--- config.mk ---
export PLATFORM = sky130hd
export DESIGN_NAME = wkrt_ctrl
export DESIGN_NICKNAME = d
export VERILOG_FILES = /design/src/wkrt_pkg.sv /design/src/wkrt_ctrl.sv
export SDC_FILE = /design/constraint.sdc
export NUM_CORES = 1
export LEC_CHECK = 0
export ABC_AREA = 0
export BUFFER_PORTS_ARGS = -buffer_cell sky130_fd_sc_hd__buf_2
export CAP_MARGIN = 20
export CORE_UTILIZATION = 45
export DETAILED_ROUTE_END_ITERATION = 16
export PLACE_DENSITY = 0.72
export SLEW_MARGIN = 20
export SYNTH_ARGS = -nofsm -noshare
export SYNTH_HDL_FRONTEND = slang
export SYNTH_SLANG_ARGS = --single-unit
export TNS_END_PERCENT = 30
--- constraint.sdc ---
create_clock -name clk -period 1.5 [get_ports clk]
set_input_delay 0.15 -clock clk [delete_from_list [all_inputs] [get_ports clk]]
set_output_delay 0.15 -clock clk [all_outputs]
set_load 0.02 [all_outputs]
--- src/wkrt_pkg.sv ---
package wkrt_pkg;

  localparam logic [2:0] MODE_ADD    = 3'd0;
  localparam logic [2:0] MODE_REMOVE = 3'd1;
  localparam logic [2:0] MODE_CHANGE = 3'd2;
  localparam logic [2:0] MODE_ROUTE  = 3'd3;
  localparam logic [2:0] MODE_READ   = 3'd4;
  localparam logic [2:0] MODE_FIND   = 3'd5;

  localparam logic [1:0] ST_OK    = 2'd0;
  localparam logic [1:0] ST_FULL  = 2'd1;
  localparam logic [1:0] ST_MISS  = 2'd2;
  localparam logic [1:0] ST_EMPTY = 2'd3;

  // datapath operations issued by the controller
  localparam logic [3:0] OP_NONE    = 4'd0;
  localparam logic [3:0] OP_LOAD    = 4'd1;  // capture item, start last-key read
  localparam logic [3:0] OP_SCAN_RD = 4'd2;  // read entry at ptr
  localparam logic [3:0] OP_SCAN_CK = 4'd3;  // compare read data, advance ptr
  localparam logic [3:0] OP_GAP_RD  = 4'd4;  // read ptr+1
  localparam logic [3:0] OP_GAP_WR  = 4'd5;  // write at ptr, advance
  localparam logic [3:0] OP_INS_RD  = 4'd6;  // read ptr-1
  localparam logic [3:0] OP_INS_CK  = 4'd7;  // shift up or place
  localparam logic [3:0] OP_DIV     = 4'd8;  // one modulo step
  localparam logic [3:0] OP_PREP    = 4'd9;  // set up insertion or gap close, or finish gap close
  localparam logic [3:0] OP_DONE    = 4'd10; // form result

  typedef struct packed {
    logic [3:0] op;
  } cmd_t;

  typedef struct packed {
    logic [2:0] mode;
    logic       hit;      // entry just read matches
    logic       scan_end; // ptr reached count
    logic       ins_stop; // insertion place found
    logic       gap_end;  // gap closed
    logic       div_end;  // modulo finished
    logic       full;
    logic       empty;    // count zero or last key zero
  } stat_t;

endpackage

--- src/wkrt_ctrl.sv ---
module wkrt_ctrl (
  input  logic           clk,
  input  logic           rst_n,
  input  logic           in_tvalid,
  output logic           in_tready,
  output logic           out_tvalid,
  input  logic           out_tready,
  input  wkrt_pkg::stat_t st,
  output wkrt_pkg::cmd_t  cmd
);

  localparam logic [3:0] S_IDLE   = 4'd0;
  localparam logic [3:0] S_LOAD   = 4'd1;
  localparam logic [3:0] S_DISP   = 4'd2;
  localparam logic [3:0] S_SRD    = 4'd3;
  localparam logic [3:0] S_SCK    = 4'd4;
  localparam logic [3:0] S_GRD    = 4'd5;
  localparam logic [3:0] S_GWR    = 4'd6;
  localparam logic [3:0] S_IRD    = 4'd7;
  localparam logic [3:0] S_ICK    = 4'd8;
  localparam logic [3:0] S_DIV    = 4'd9;
  localparam logic [3:0] S_PREP   = 4'd10;
  localparam logic [3:0] S_DONE   = 4'd11;
  localparam logic [3:0] S_OUT    = 4'd12;

  logic [3:0] state_r, state_nxt;

  assign in_tready  = (state_r == S_IDLE);
  assign out_tvalid = (state_r == S_OUT);

  always_comb begin
    state_nxt = state_r;
    cmd.op = wkrt_pkg::OP_NONE;
    case (state_r)
      S_IDLE: begin
        if (in_tvalid) begin
          cmd.op = wkrt_pkg::OP_LOAD;
          state_nxt = S_LOAD;
        end
      end
      S_LOAD: state_nxt = S_DISP; // last-key read lands
      S_DISP: begin
        case (st.mode)
          wkrt_pkg::MODE_ADD: begin
            if (st.full) state_nxt = S_DONE;
            else begin
              cmd.op = wkrt_pkg::OP_PREP;
              state_nxt = S_IRD;
            end
          end
          wkrt_pkg::MODE_REMOVE, wkrt_pkg::MODE_CHANGE,
          wkrt_pkg::MODE_FIND: state_nxt = S_SRD;
          wkrt_pkg::MODE_ROUTE: state_nxt = st.empty ? S_DONE : S_DIV;
          wkrt_pkg::MODE_READ: begin
            cmd.op = wkrt_pkg::OP_SCAN_RD;
            state_nxt = S_SCK;
          end
          default: state_nxt = S_DONE;
        endcase
      end
      S_SRD: begin
        if (st.scan_end) state_nxt = S_DONE;
        else begin
          cmd.op = wkrt_pkg::OP_SCAN_RD;
          state_nxt = S_SCK;
        end
      end
      S_SCK: begin
        if (st.hit || st.mode == wkrt_pkg::MODE_READ) begin
          if (st.hit && (st.mode == wkrt_pkg::MODE_REMOVE ||
                         st.mode == wkrt_pkg::MODE_CHANGE)) begin
            cmd.op = wkrt_pkg::OP_PREP;
            state_nxt = S_GRD;
          end else begin
            state_nxt = S_DONE;
          end
        end else begin
          cmd.op = wkrt_pkg::OP_SCAN_CK;
          state_nxt = S_SRD;
        end
      end
      S_GRD: begin
        if (st.gap_end) begin
          cmd.op = wkrt_pkg::OP_PREP;
          state_nxt = (st.mode == wkrt_pkg::MODE_CHANGE) ? S_IRD : S_DONE;
        end else begin
          cmd.op = wkrt_pkg::OP_GAP_RD;
          state_nxt = S_GWR;
        end
      end
      S_GWR: begin
        cmd.op = wkrt_pkg::OP_GAP_WR;
        state_nxt = S_GRD;
      end
      S_IRD: begin
        if (st.ins_stop) state_nxt = S_DONE;
        else begin
          cmd.op = wkrt_pkg::OP_INS_RD;
          state_nxt = S_ICK;
        end
      end
      S_ICK: begin
        cmd.op = wkrt_pkg::OP_INS_CK;
        state_nxt = S_IRD;
      end
      S_DIV: begin
        if (st.div_end) state_nxt = S_SRD;
        else cmd.op = wkrt_pkg::OP_DIV;
      end
      S_DONE: begin
        cmd.op = wkrt_pkg::OP_DONE;
        state_nxt = S_OUT;
      end
      S_OUT: if (out_tready) state_nxt = S_IDLE;
      default: state_nxt = S_IDLE;
    endcase
  end

  always_ff @(posedge clk) begin
    if (!rst_n) state_r <= S_IDLE;
    else state_r <= state_nxt;
  end

endmodule

* Word-level counts from Yosys, hierarchy flattened
Index checks and enable logic that the tools add are counted.
Widths: inputs -> output; s select.
** Word-level totals
- Output and inout bits :: 6
- Bits in registers :: 4
- Word-level logic and storage cells :: 50
** Cells by class
- Equal/unequal tests :: 19
- Mux-type cells :: 23
- Reductions and logical operators :: 7
** Operator list (number)
- $mux 4 :: 14
- $pmux 4 s12 :: 1
- $pmux 4 s10 :: 1
- $eq 4x3->1 const B :: 4
- $eq 4x4->1 const B :: 4
- $pmux 4 s4 :: 1
- $eq 4x2->1 const B :: 2
- $pmux 4 s2 :: 1
- $eq 3x2->1 const B :: 2
- $eq 3x3->1 const B :: 2
- $mux 2 :: 3
- $eq 4x1->1 const B :: 1
- $logic_not 4->1 :: 1
- $ne 2x2->1 const B :: 2
- $eq 3x1->1 const B :: 1
- $logic_not 3->1 :: 1
- $mux 3 :: 1
- $reduce_and 3->1 :: 1
- $reduce_or 3->1 :: 1
- $logic_or 1x1->1 :: 2
- $ne 2x1->1 const B :: 1
- $logic_and 1x1->1 :: 1
- $mux 1 :: 1

* Logic depth before layout (Yosys ltp)
- Depth in word-level cells :: 6
- Gate-level depth with buffers :: 7

* Worst setup path after synthesis
Ideal clock, no wire load.
- Kind :: flip-flop to output port
- Start point :: reg state_r[0]
- End point :: out cmd[0] in the netlist's numbering
- Required time :: 1350 ps
- Cell stages (with the launch flop) :: 7
- Arrival time :: 1331 ps
- Slack :: 19 ps
- Path buffers :: 1
- Cell sequence :: dfxtp_1 buf_6 nand2b_4 or3_4 o22ai_1 a31oi_1 o21ai_0
** RTL lines
- start, declared :: RTL line wkrt_ctrl.sv:26 : logic [3:0] state_r, state_nxt;
- start signal, assigned :: RTL line wkrt_ctrl.sv:121 : else state_r <= state_nxt;
- end, declared :: RTL line wkrt_ctrl.sv:9 : output wkrt_pkg::cmd_t cmd

==> qor.csv <==
metric,value,unit
final WL,2120,um
Synth cell types,39,
Worst slew margin,0.820,
"delay-heaviest family, CP",simple AND/OR/NAND/NOR gates,
measured slew at the worst slew-check pin,0.269,ns
launching point of the worst reg2reg path,state_r[0],
starting density of the core,0.482,
worst-skew pair later-pin latency,0.25,ns
Post-Route M1 WL,876,um
Hold EP,state_r[0],
Hold Path Class,in2reg,
post-DP HPWL,1540,um
Die ar.,1530,um2
Final Util,0.758,
die height,39.1,um
Synth Instances,97,
# rows,13,
"area leader, netlist",dfxtp_1,
fin nets,149,
cts hold-fix bufs,0,
DRC Markers,0,
Final Hold Viols,0,
# clock sinks,4,
maxcap violations,0,
Detailed Routing Iterations Pass 1,5,
Synth async-reset ratio,0,
Worst Path Buf+Inv,1,
slowest cell on the critical path,dfxtp_4,
Synth area leaders,"dfxtp_1 (13%), a21oi_1 (8.9%), nand2_1 (6.7%)",
max reg flops,4,
crit start category,flop,
"commonest non-fill, non-tap cell in the layout",buf_4,
largest net degree at the start of global routing,12,
mapped cell area,619,um2
failing checks,setup timing,
Final period util,1.12,
Final Hold Slack,0.140,ns
crit path DAT,1.53,ns
# IOs,20,
Placer Congestion,0.963,
DR iter-0 viols,38,
Port-buffer cells,19,
gr usage total,0.310,
P_leak,0.410,nW
"Most flops, register",state_r,
register area share after synthesis,0.129,
CP Cell Sequence,"nand2b_4, or3_4, o22ai_4, a31oi_2, o21ai_1, buf_4",
Hold Path Depth,2,
number of synthesized register bits,4,
"EDFF count, synth",0,
clk_skew,0.00639,ns
WL met3,214,um
count of final setup violators,5,
Overflow after GRT,0,
Core Area,1280,um2
first-pass GRT wire length,3190,um
"Primary FF master, synth",dfxtp_1,
vias per cell,5.88,
initial antenna violation count,0,
Clock transition at path regs,0.04,ns
Critical Path End Type,primary output,
synth-to-layout area growth,57.2,%
Critical path origin,state_r[0],
Syn. warnings,0,
largest fanout on the critical path,4,
Worst path max stage delay,0.35,ns
maximum vdd drop,1.22,mV
PwrDens,1590,nW/um2
reg-to-reg endpoint,state_r[2],
multi-input logic area,544,um2
Top Metal Used,met4,
worst reg2reg path depth,7,
Worst EP required,1.35,ns
outcome,"finished, violations left",
H-tree Lvls,1,
share of layout cells above drive strength 1,0.489,
diode count,0,
DR WL/cell,14.3,um
biggest regs,state_r x4,
Num CTS Buffers,3,
dpl ws,-0.0122,ns
top cell type's share of synthesized area,0.129,
Worst Slack Setup Final,-0.180,ns
Syn Nets,111,
Mapped Avg Cell Area,6.38,um2
internal reg-to-reg setup slack,0,ns
number of global-route vias before repair,780,
clk root buf,clkbuf_4,
hold path startpoint,rst_n,
Fillers,99,
Max Transition Viols Final,0,
WS Path Type,reg2out,
"antenna viol nets, final",0,
post-route minimum period,1.68,ns
most frequent cells in the layout,"buf_4 (25), buf_2 (16), a21oi_1 (11)",
CTS tree,built,
fmax,595,MHz
routed wl met2,988,um
Vias,870,
RSZ-0062 raised after global routing,yes,
Sequential Area,86.3,um2
maximum clock path buffer count,2,
Die Wd,39.1,um
-- synthesized netlist by cell type, drive strengths merged, types with 2 or more instances --
cell	count
a21oi	11
nand2	11
o21ai	9
buf	8
nor2	8
inv	6
dfxtp	4
o22ai	4
a211oi	3
or3	3
a31oi	2
and3	2
nand2b	2
nand3	2
nor2b	2
nor3b	2
nor4	2
o32ai	2
-- where the power goes --
part / switching, mW / internal, mW / total, mW
sequential: 0.0529 / 0.154 / 0.206
clock: 0.0580 / 0.0904 / 0.148
combinational: 0.604 / 0.584 / 1.19
total: 0.715 / 0.828 / 1.54
-- cell type report --
type / instances / area share
timing repair buffer: 42 / 0.287
tap: 15 / 0.0193
inverter: 6 / 0.0231
multi-input combinational: 78 / 0.559
sequential: 4 / 0.0887
clock buffer: 3 / 0.0231
-- worst max-delay path by stage --
stage | end | cells past startpoint
6_report | cmd[3] | 6
5_1_grt | cmd[3] | 6
4_1_cts | cmd[0] | 6
3_5_place_dp | cmd[0] | 6
3_3_place_gp | state_r[1] | 6
2_1_floorplan | cmd[0] | 6
-- metal layers --
metal	GRT usage	vias up
met1	0.362	375
met2	0.542	57
met3	0.0751	6
met5	0	-
li1	-	432
met4	0.103	0
-- through the flow --
stage	TNS (ns)	instance area [um2]	total power, mW	std cells
after CTS	-0.452	926	1.46	148
after global placement	0	841	1.18	143
after global routing	-0.812	973	1.64	148
after detailed placement	-0.0241	841	1.19	143
final	-0.495	973	1.54	148
after floorplan	0	619	0.808	97
-- kinds of logic after synthesis --
kind of cell / after synthesis / synth area share
muxes: 1 / 0.0162
and+or+nand+nor: 39 / 0.350
AOI/OAI and AO/OA: 37 / 0.374
buffers and inverters: 15 / 0.117
xor gates and xnor gates: 1 / 0.0141
DFF: 4 / 0.129
-- what timing repair did --
item	in CTS	in global routing
gates cloned	0	0
endpoints found under the setup margin	7	8
gates resized for setup	17	8
setup buffers	2	0
pin swaps	2	2
Power figures use the tool's default switching activity.
